### config.mk
export PLATFORM = sky130hd
export DESIGN_NAME = ups_patch_stream_parser
export DESIGN_NICKNAME = d
export VERILOG_FILES = /design/src/sv/upsp_pkg.sv /design/src/sv/upsp_decode.sv /design/src/sv/ups_patch_stream_parser.sv
export SDC_FILE = /design/constraint.sdc
export NUM_CORES = 1
export LEC_CHECK = 0
export ABC_AREA = 1
export BUFFER_PORTS_ARGS = -buffer_cell sky130_fd_sc_hd__clkbuf_2
export CAP_MARGIN = 20
export CORE_MARGIN = 2
export CORE_UTILIZATION = 30
export CTS_BUF_LIST = sky130_fd_sc_hd__clkbuf_8
export DETAILED_ROUTE_END_ITERATION = 10
export PLACE_DENSITY_LB_ADDON = 0.25
export SYNTH_ARGS = -nofsm -noshare
export SYNTH_HDL_FRONTEND = slang
export SYNTH_SLANG_ARGS = --single-unit
### constraint.sdc
create_clock -name clk -period 12.4 [get_ports clk]
set_clock_uncertainty 0.15 [all_clocks]
set_input_delay 2.48 -clock clk [delete_from_list [all_inputs] [get_ports clk]]
set_output_delay 2.48 -clock clk [all_outputs]
set_load 0.02 [all_outputs]
### src/sv/upsp_pkg.sv
// Shared types, codes and varint helpers for the UPS patch stream parser.
package upsp_pkg;

	localparam logic [1:0] KIND_SIZES = 2'd0;
	localparam logic [1:0] KIND_DATA  = 2'd1;
	localparam logic [1:0] KIND_END   = 2'd2;
	localparam logic [1:0] KIND_ERROR = 2'd3;

	localparam logic [1:0] ERR_MAGIC  = 2'd0;
	localparam logic [1:0] ERR_VARINT = 2'd1;
	localparam logic [1:0] ERR_TRUNC  = 2'd2;

	localparam logic [35:0] VSAT_WIDE  = 36'h1_0000_0000;
	localparam logic [32:0] VSAT       = 33'h1_0000_0000;
	localparam logic [32:0] VLIMIT     = 33'h0_FFFF_FFFF;
	localparam logic [2:0]  SHIFT_LAST = 3'd4;
	localparam logic [2:0]  SHIFT_SAT  = 3'd5;
	localparam logic [1:0]  MAGIC_END  = 2'd3;

	typedef struct packed {
		logic        valid;
		logic [1:0]  kind;
		logic [7:0]  xor_value;
		logic [31:0] source_size;
		logic [31:0] target_size;
		logic [1:0]  error_code;
	} upsp_result_t;

	typedef struct packed {
		logic        done;
		logic [32:0] acc;
		logic [2:0]  shift;
	} upsp_varint_t;

	function automatic logic [7:0] magic_byte(input logic [1:0] idx);
		logic [7:0] r;
		case (idx)
			2'd0:    r = 8'h55;
			2'd1:    r = 8'h50;
			2'd2:    r = 8'h53;
			default: r = 8'h31;
		endcase
		return r;
	endfunction

	// x << (7 * shift), shift in 0..4
	function automatic logic [35:0] shl7(input logic [6:0] x, input logic [2:0] shift);
		logic [35:0] r;
		case (shift)
			3'd0:    r = {29'd0, x};
			3'd1:    r = {22'd0, x, 7'd0};
			3'd2:    r = {15'd0, x, 14'd0};
			3'd3:    r = {8'd0, x, 21'd0};
			3'd4:    r = {1'b0, x, 28'd0};
			default: r = '0;
		endcase
		return r;
	endfunction

	function automatic logic [32:0] sat33(input logic [35:0] x);
		return (x > VSAT_WIDE) ? VSAT : x[32:0];
	endfunction

	// one byte of a UPS varint; accumulator saturates at 2^32
	function automatic upsp_varint_t varint_step(input logic [32:0] acc,
			input logic [2:0] shift, input logic [7:0] b);
		upsp_varint_t r;
		logic [35:0]  sum;
		logic [32:0]  a1;
		logic [2:0]   sh1;
		if (shift <= SHIFT_LAST) begin
			sum = {3'd0, acc} + shl7(b[6:0], shift);
		end else begin
			sum = VSAT_WIDE;
		end
		a1 = sat33(sum);
		r.done  = b[7];
		r.acc   = a1;
		r.shift = '0;
		if (!b[7]) begin
			sh1 = (shift >= SHIFT_LAST) ? SHIFT_SAT : shift + 3'd1;
			if (sh1 <= SHIFT_LAST) begin
				sum = {3'd0, a1} + shl7(7'd1, sh1);
			end else begin
				sum = VSAT_WIDE;
			end
			r.acc   = sat33(sum);
			r.shift = sh1;
		end
		return r;
	endfunction

endpackage

### src/sv/upsp_decode.sv
// Parse state and per-word decode of the UPS header, sizes and records.
module upsp_decode #(
	parameter int ADDR_WIDTH = 32
) (
	input  logic                     clk,
	input  logic                     arst_n,
	input  logic                     step,
	input  logic [7:0]               patch_byte,
	input  logic                     last_byte,
	output upsp_pkg::upsp_result_t   res,
	output logic [ADDR_WIDTH-1:0]    res_addr
);
	import upsp_pkg::*;

	typedef enum logic [2:0] {
		PH_MAGIC, PH_SRC, PH_TGT, PH_OFS, PH_DATA, PH_DONE, PH_ERR
	} phase_t;

	phase_t                phase_q, phase_n;
	logic [1:0]            magic_idx_q, magic_idx_n;
	logic [32:0]           acc_q, acc_n;
	logic [2:0]            shift_q, shift_n;
	logic [31:0]           src_q, src_n;
	logic [31:0]           tgt_q, tgt_n;
	logic [ADDR_WIDTH-1:0] addr_q, addr_n;
	upsp_varint_t          vs;
	logic                  has_err;
	logic [1:0]            err;

	always_comb begin
		phase_n     = phase_q;
		magic_idx_n = magic_idx_q;
		acc_n       = acc_q;
		shift_n     = shift_q;
		src_n       = src_q;
		tgt_n       = tgt_q;
		addr_n      = addr_q;
		has_err     = 1'b0;
		err         = ERR_MAGIC;
		res         = '0;
		res_addr    = '0;
		vs          = varint_step(acc_q, shift_q, patch_byte);

		unique case (phase_q)
			PH_MAGIC: begin
				if (patch_byte != magic_byte(magic_idx_q)) begin
					has_err = 1'b1;
					err     = ERR_MAGIC;
				end else if (magic_idx_q == MAGIC_END) begin
					magic_idx_n = '0;
					phase_n     = PH_SRC;
				end else begin
					magic_idx_n = magic_idx_q + 2'd1;
				end
			end
			PH_SRC, PH_TGT, PH_OFS: begin
				if (!vs.done) begin
					acc_n   = vs.acc;
					shift_n = vs.shift;
				end else begin
					acc_n   = '0;
					shift_n = '0;
					if (vs.acc >= VLIMIT) begin
						has_err = 1'b1;
						err     = ERR_VARINT;
					end else if (phase_q == PH_SRC) begin
						src_n   = vs.acc[31:0];
						phase_n = PH_TGT;
					end else if (phase_q == PH_TGT) begin
						tgt_n     = vs.acc[31:0];
						phase_n   = PH_OFS;
						res.valid = 1'b1;
						res.kind  = KIND_SIZES;
					end else if (vs.acc >= {1'b0, tgt_q}) begin
						phase_n   = PH_DONE;
						res.valid = 1'b1;
						res.kind  = KIND_END;
					end else begin
						addr_n  = addr_q + vs.acc[ADDR_WIDTH-1:0];
						phase_n = PH_DATA;
					end
				end
			end
			PH_DATA: begin
				if (patch_byte == 8'h00) begin
					phase_n = PH_OFS;
				end else begin
					res.valid     = 1'b1;
					res.kind      = KIND_DATA;
					res.xor_value = patch_byte;
					res_addr      = addr_q;
				end
				addr_n = addr_q + ADDR_WIDTH'(1);
			end
			default: ;
		endcase

		if (!has_err && last_byte && phase_n != PH_DONE && phase_n != PH_ERR) begin
			has_err = 1'b1;
			err     = ERR_TRUNC;
		end
		if (has_err) begin
			res.valid     = 1'b1;
			res.kind      = KIND_ERROR;
			res.xor_value = '0;
			res.error_code = err;
			res_addr      = '0;
			phase_n       = PH_ERR;
		end
		if (res.kind == KIND_SIZES) begin
			res.source_size = src_n;
			res.target_size = tgt_n;
		end

		// end of patch: back to a fresh header
		if (last_byte) begin
			phase_n     = PH_MAGIC;
			magic_idx_n = '0;
			acc_n       = '0;
			shift_n     = '0;
			src_n       = '0;
			tgt_n       = '0;
			addr_n      = '0;
		end
	end

	always_ff @(posedge clk or negedge arst_n) begin
		if (!arst_n) begin
			phase_q     <= PH_MAGIC;
			magic_idx_q <= '0;
			acc_q       <= '0;
			shift_q     <= '0;
			src_q       <= '0;
			tgt_q       <= '0;
			addr_q      <= '0;
		end else if (step) begin
			phase_q     <= phase_n;
			magic_idx_q <= magic_idx_n;
			acc_q       <= acc_n;
			shift_q     <= shift_n;
			src_q       <= src_n;
			tgt_q       <= tgt_n;
			addr_q      <= addr_n;
		end
	end

endmodule

### src/sv/ups_patch_stream_parser.sv
// UPS patch stream parser top level: input register, decoder, result register.
// An accepted word passes from the input register through the decoder into the result register, which drives out_valid.
// Throughput: one word per cycle unless a waiting result is not taken; input and result registers stall together.
// A word may be taken while a result still waits, when the input register is free.
// Reset (arst_n low): parser back to expecting the magic, both registers empty.
module ups_patch_stream_parser #(
	parameter int ADDR_WIDTH = 32
) (
	input  logic                  clk,
	input  logic                  arst_n,
	input  logic                  in_valid,
	output logic                  in_ready,
	input  logic [7:0]            patch_byte,
	input  logic                  last_byte,
	output logic                  out_valid,
	input  logic                  out_ready,
	output logic [1:0]            kind,
	output logic [ADDR_WIDTH-1:0] target_address,
	output logic [7:0]            xor_value,
	output logic [31:0]           source_size,
	output logic [31:0]           target_size,
	output logic [1:0]            error_code
);
	import upsp_pkg::*;

	logic                  valid_s1;
	logic [7:0]            byte_s1;
	logic                  last_s1;
	logic                  advance;
	logic                  step;
	upsp_result_t          res;
	logic [ADDR_WIDTH-1:0] res_addr;

	logic                  out_valid_q;
	logic [1:0]            kind_q;
	logic [ADDR_WIDTH-1:0] addr_q;
	logic [7:0]            xor_q;
	logic [31:0]           src_q;
	logic [31:0]           tgt_q;
	logic [1:0]            err_q;

	assign advance  = !out_valid_q || out_ready;
	assign step     = valid_s1 && advance;
	assign in_ready = !valid_s1 || advance;

	always_ff @(posedge clk or negedge arst_n) begin
		if (!arst_n) begin
			valid_s1 <= 1'b0;
		end else if (in_valid && in_ready) begin
			valid_s1 <= 1'b1;
		end else if (advance) begin
			valid_s1 <= 1'b0;
		end
	end

	always_ff @(posedge clk) begin
		if (in_valid && in_ready) begin
			byte_s1 <= patch_byte;
			last_s1 <= last_byte;
		end
	end

	upsp_decode #(
		.ADDR_WIDTH(ADDR_WIDTH)
	) u_decode (
		.clk        (clk),
		.arst_n     (arst_n),
		.step       (step),
		.patch_byte (byte_s1),
		.last_byte  (last_s1),
		.res        (res),
		.res_addr   (res_addr)
	);

	always_ff @(posedge clk or negedge arst_n) begin
		if (!arst_n) begin
			out_valid_q <= 1'b0;
		end else if (advance) begin
			out_valid_q <= step && res.valid;
		end
	end

	always_ff @(posedge clk) begin
		if (step && res.valid) begin
			kind_q <= res.kind;
			addr_q <= res_addr;
			xor_q  <= res.xor_value;
			src_q  <= res.source_size;
			tgt_q  <= res.target_size;
			err_q  <= res.error_code;
		end
	end

	assign out_valid      = out_valid_q;
	assign kind           = kind_q;
	assign target_address = addr_q;
	assign xor_value      = xor_q;
	assign source_size    = src_q;
	assign target_size    = tgt_q;
	assign error_code     = err_q;

	a_sizes_only_with_kind0: assert property (@(posedge clk) disable iff (!arst_n)
		out_valid && kind != KIND_SIZES |-> source_size == 32'd0 && target_size == 32'd0)
		else $error("size fields set on a non-size word");

	a_err_code_range: assert property (@(posedge clk) disable iff (!arst_n)
		out_valid && kind == KIND_ERROR |->
			error_code == ERR_MAGIC || error_code == ERR_VARINT || error_code == ERR_TRUNC)
		else $error("bad error code");

	a_s1_holds_on_stall: assert property (@(posedge clk) disable iff (!arst_n)
		valid_s1 && !advance |=> valid_s1 && $stable(byte_s1) && $stable(last_s1))
		else $error("input register lost a word under stall");

endmodule

==> out/metrics.cfg <==
[routing]
drt_first_pass_iters=5
ant_nets=0
wirelength_mm=63.24
drt_iter0_markers=1472
vias=17330
drt-vias-per-instance=4.938
avgRoutedWirePerCell_um=18.02
drc=0

[sta]
finalCritPeriodShare_pct=88.47
finalHoldViolCount=0
tightestPinTransition_ns=0.9436
max-slew-margin-rel_pct=37.10
tns_ns=0
setup_viol_count_final=0
timing.final.crit_period_ns=10.97
hold_slack_ns=0.3319
fmax_mhz=91.16
rsz0062_at_grt=no
slew_violations=0

[setup_path]
cp_common_cell=nand2_1
cp_slowest_cell=a311oi_2
crit_arrival_ns=11.13
end_kind=flip-flop
cp_max_fo=52
cp-start-kind=flip-flop
critPathMaxStageDelay_ns=0.48
path_class=flip-flop to flip-flop
worstPathRequired_ns=12.56

[placement]
dpl_cell_area_mm2=0.01979
globalplace.congestion=0.9476
dp_hpwl_mm=49.19
portBuffers=122

[clock_tree]
path_clk_slew_ns=0.07
cts_tree=built
cts_hold_buf=0
cts_made_buffers=45
clk_path_buf_depth=3
cts.sinks=256
cts_setup_buffers=0
cts_max_level=2
root_buffer=clkbuf_8
insertion_delay_ns=0.65

[final_layout]
utilization_pct=34.31
layout_commonest_cell=nand2_1
drive_gt1_share_pct=11.45
nFillCells=6530
fin_area_mm2=0.02071
final_net_count=2818
area_growth_pct=13.07
most-common-layout-cells=nand2_1, inv_1, nor2_1

[power_and_ir_drop]
pwr-share-comb_pct=49.5
pwr_density_cell_mw_per_mm2=200.3
seq_power_share_pct=30.9
leakage_uw=0.01014
clockPowerShare_pct=19.6
p_int_uw=2195
switching_share_pct=47.10
peakVddDrop_v=0.00008850
p_sw_uw=1954

[flow_run]
maxCapViolCount=0

[floorplan]
io_pins=123
coreArea_mm2=0.06036
start_util_pct=30.35
die_x_um=251.1
die_area_mm2=0.06305
die_y_um=251.1
num_rows=90

[yosys]
yosysSeqAreaShare_pct=38.17
synthFlopType=dfrtp_1
ys_ff_latch=256
syn_area_mm2=0.01832
synth.net_count=2701
ys_warn_count=0
synth-async-reset-ratio_pct=54.30
yosysUniqueCellTypes=50
syn_avg_cell_area_um2=7.113
synth_cells=2575
synth-edff-count=117

[global_route]
grt_pass1_vias=16640
grt_use_met3_pct=2.423
antenna_found_initial=2
grt_busiest_layer=met2
globalRouteMet1Util_pct=27.01
grt_first_pass_wirelength_mm=96.94
grt_overflow=0
met2_usage_pct=32.23
grt_max_degree=76
grt_usage_pct=19.78

[run_status]
outcome=finished, final reports clean

[min_path]
min_path_type=flip-flop to flip-flop

[per-layer routing]
layer	vias to the layer above	routed length (um)	share of wire, %
li1	8566	-	-
met1	8201	29430	47
met2	459	28830	46
met3	101	2792	4.4
met4	0	2185	3.5
met5	-	0	0
[worst max-delay path, delay by kind of cell, from the launching register on]
kind            cells  cell delay, ns
flops               1            0.44
simple gates       44            5.38
fa+ha+maj           5            1.41
buf+inv            11            1.48
compound gates      9            1.64
[power by group through the flow]
| stage | Combinational (uW) | Clock, uW | Sequential (uW) |
|---|---|---|---|
| 5_1_grt | 2280 | 872 | 1310 |
| 2_1_floorplan | 1260 | 0 | 1450 |
| 3_5_place_dp | 2040 | 0 | 1300 |
| 6_report | 2050 | 813 | 1280 |
| 3_3_place_gp | 2040 | 0 | 1300 |
| 4_1_cts | 2050 | 837 | 1290 |
[registers in the layout, indices dropped and copies added, names as in the netlist]
register / flops
target_address: 32
last_s1: 1
u_decode.shift_q: 3
u_decode.addr_q: 32
out_valid: 1
u_decode.tgt_q: 32
target_size: 32
u_decode.magic_idx_q: 2
kind: 2
error_code: 2
source_size: 32
u_decode.acc_q: 33
xor_value: 8
u_decode.src_q: 32
byte_s1: 8
u_decode.phase_q: 3
valid_s1: 1
[synth_stat cells (all sizes together), types with 7 or more instances]
cell type,count,area [um^2]
clkbuf,49,183.9
or2,7,46.30
xnor2,9,78.83
o21ai,158,790.8
nand2,677,2561
nand3,199,1026
xor2,21,183.9
and2,7,43.79
buf,28,195.2
nand3b,21,157.7
o21bai,10,75.07
nor3,24,120.1
o22ai,59,369.1
edfxtp,117,3513
a21oi,92,460.4
inv,401,1505
o31ai,22,165.2
nor2,366,1544
dfrtp,139,3478
ha,111,1389
nand4,26,183.9
[logic make-up (layout without fill, tap and decap cells)]
family,after synthesis,after routing,synth area share (%)
AOI/OAI and AO/OA,361,361,11.00
adders and majority gates,113,113,7.801
DFF,256,256,38.17
and+or+nand+nor,1332,1332,31.20
other,0,1,0
buffers and inverters,483,634,10.39
xor gates and xnor gates,30,30,1.435
[repair_timing]
action                                 4_1_cts  5_1_grt
setup endpoints to repair                    0      143
resized for setup                            0        1
endpoints found under the hold margin        0        0
[final timing paths]
kind	start	to	slack, ns	cells after the start
max reg2reg	u_decode.shift_q[0]	source_size[30]	1.43	69
max	u_decode.shift_q[0]	source_size[30]	1.43	69
max in group asynchronous	arst_n	u_decode.acc_q[25]	8.92	2
min in group asynchronous	arst_n	u_decode.addr_q[10]	1.74	1
min reg2reg	u_decode.src_q[20]	u_decode.src_q[20]	0.33	2
min	u_decode.src_q[20]	u_decode.src_q[20]	0.33	2
[area by class of cell]
class	instances	area (um^2)	area share, %
Multi-Input combinational cell	1836	9462	45.69
Sequential cell	256	6992	33.76
Inverter	406	1526	7.371
Tap cell	782	978.4	4.724
Timing Repair Buffer	147	842.1	4.066
Clock buffer	50	688.2	3.323
Clock inverter	31	219.0	1.057
Antenna cell	1	2.502	0.01208
[per-stage QoR]
step	instances	total power (uW)	setup slack, ns
after global placement	3426	3339	1.529
after global routing	3509	4454	0.04071
final	3509	4148	1.430
after floorplan	2575	2706	1.989
after detailed placement	3427	3342	1.336
after CTS	3508	4177	1.263
Power figures use the tool's default switching activity.
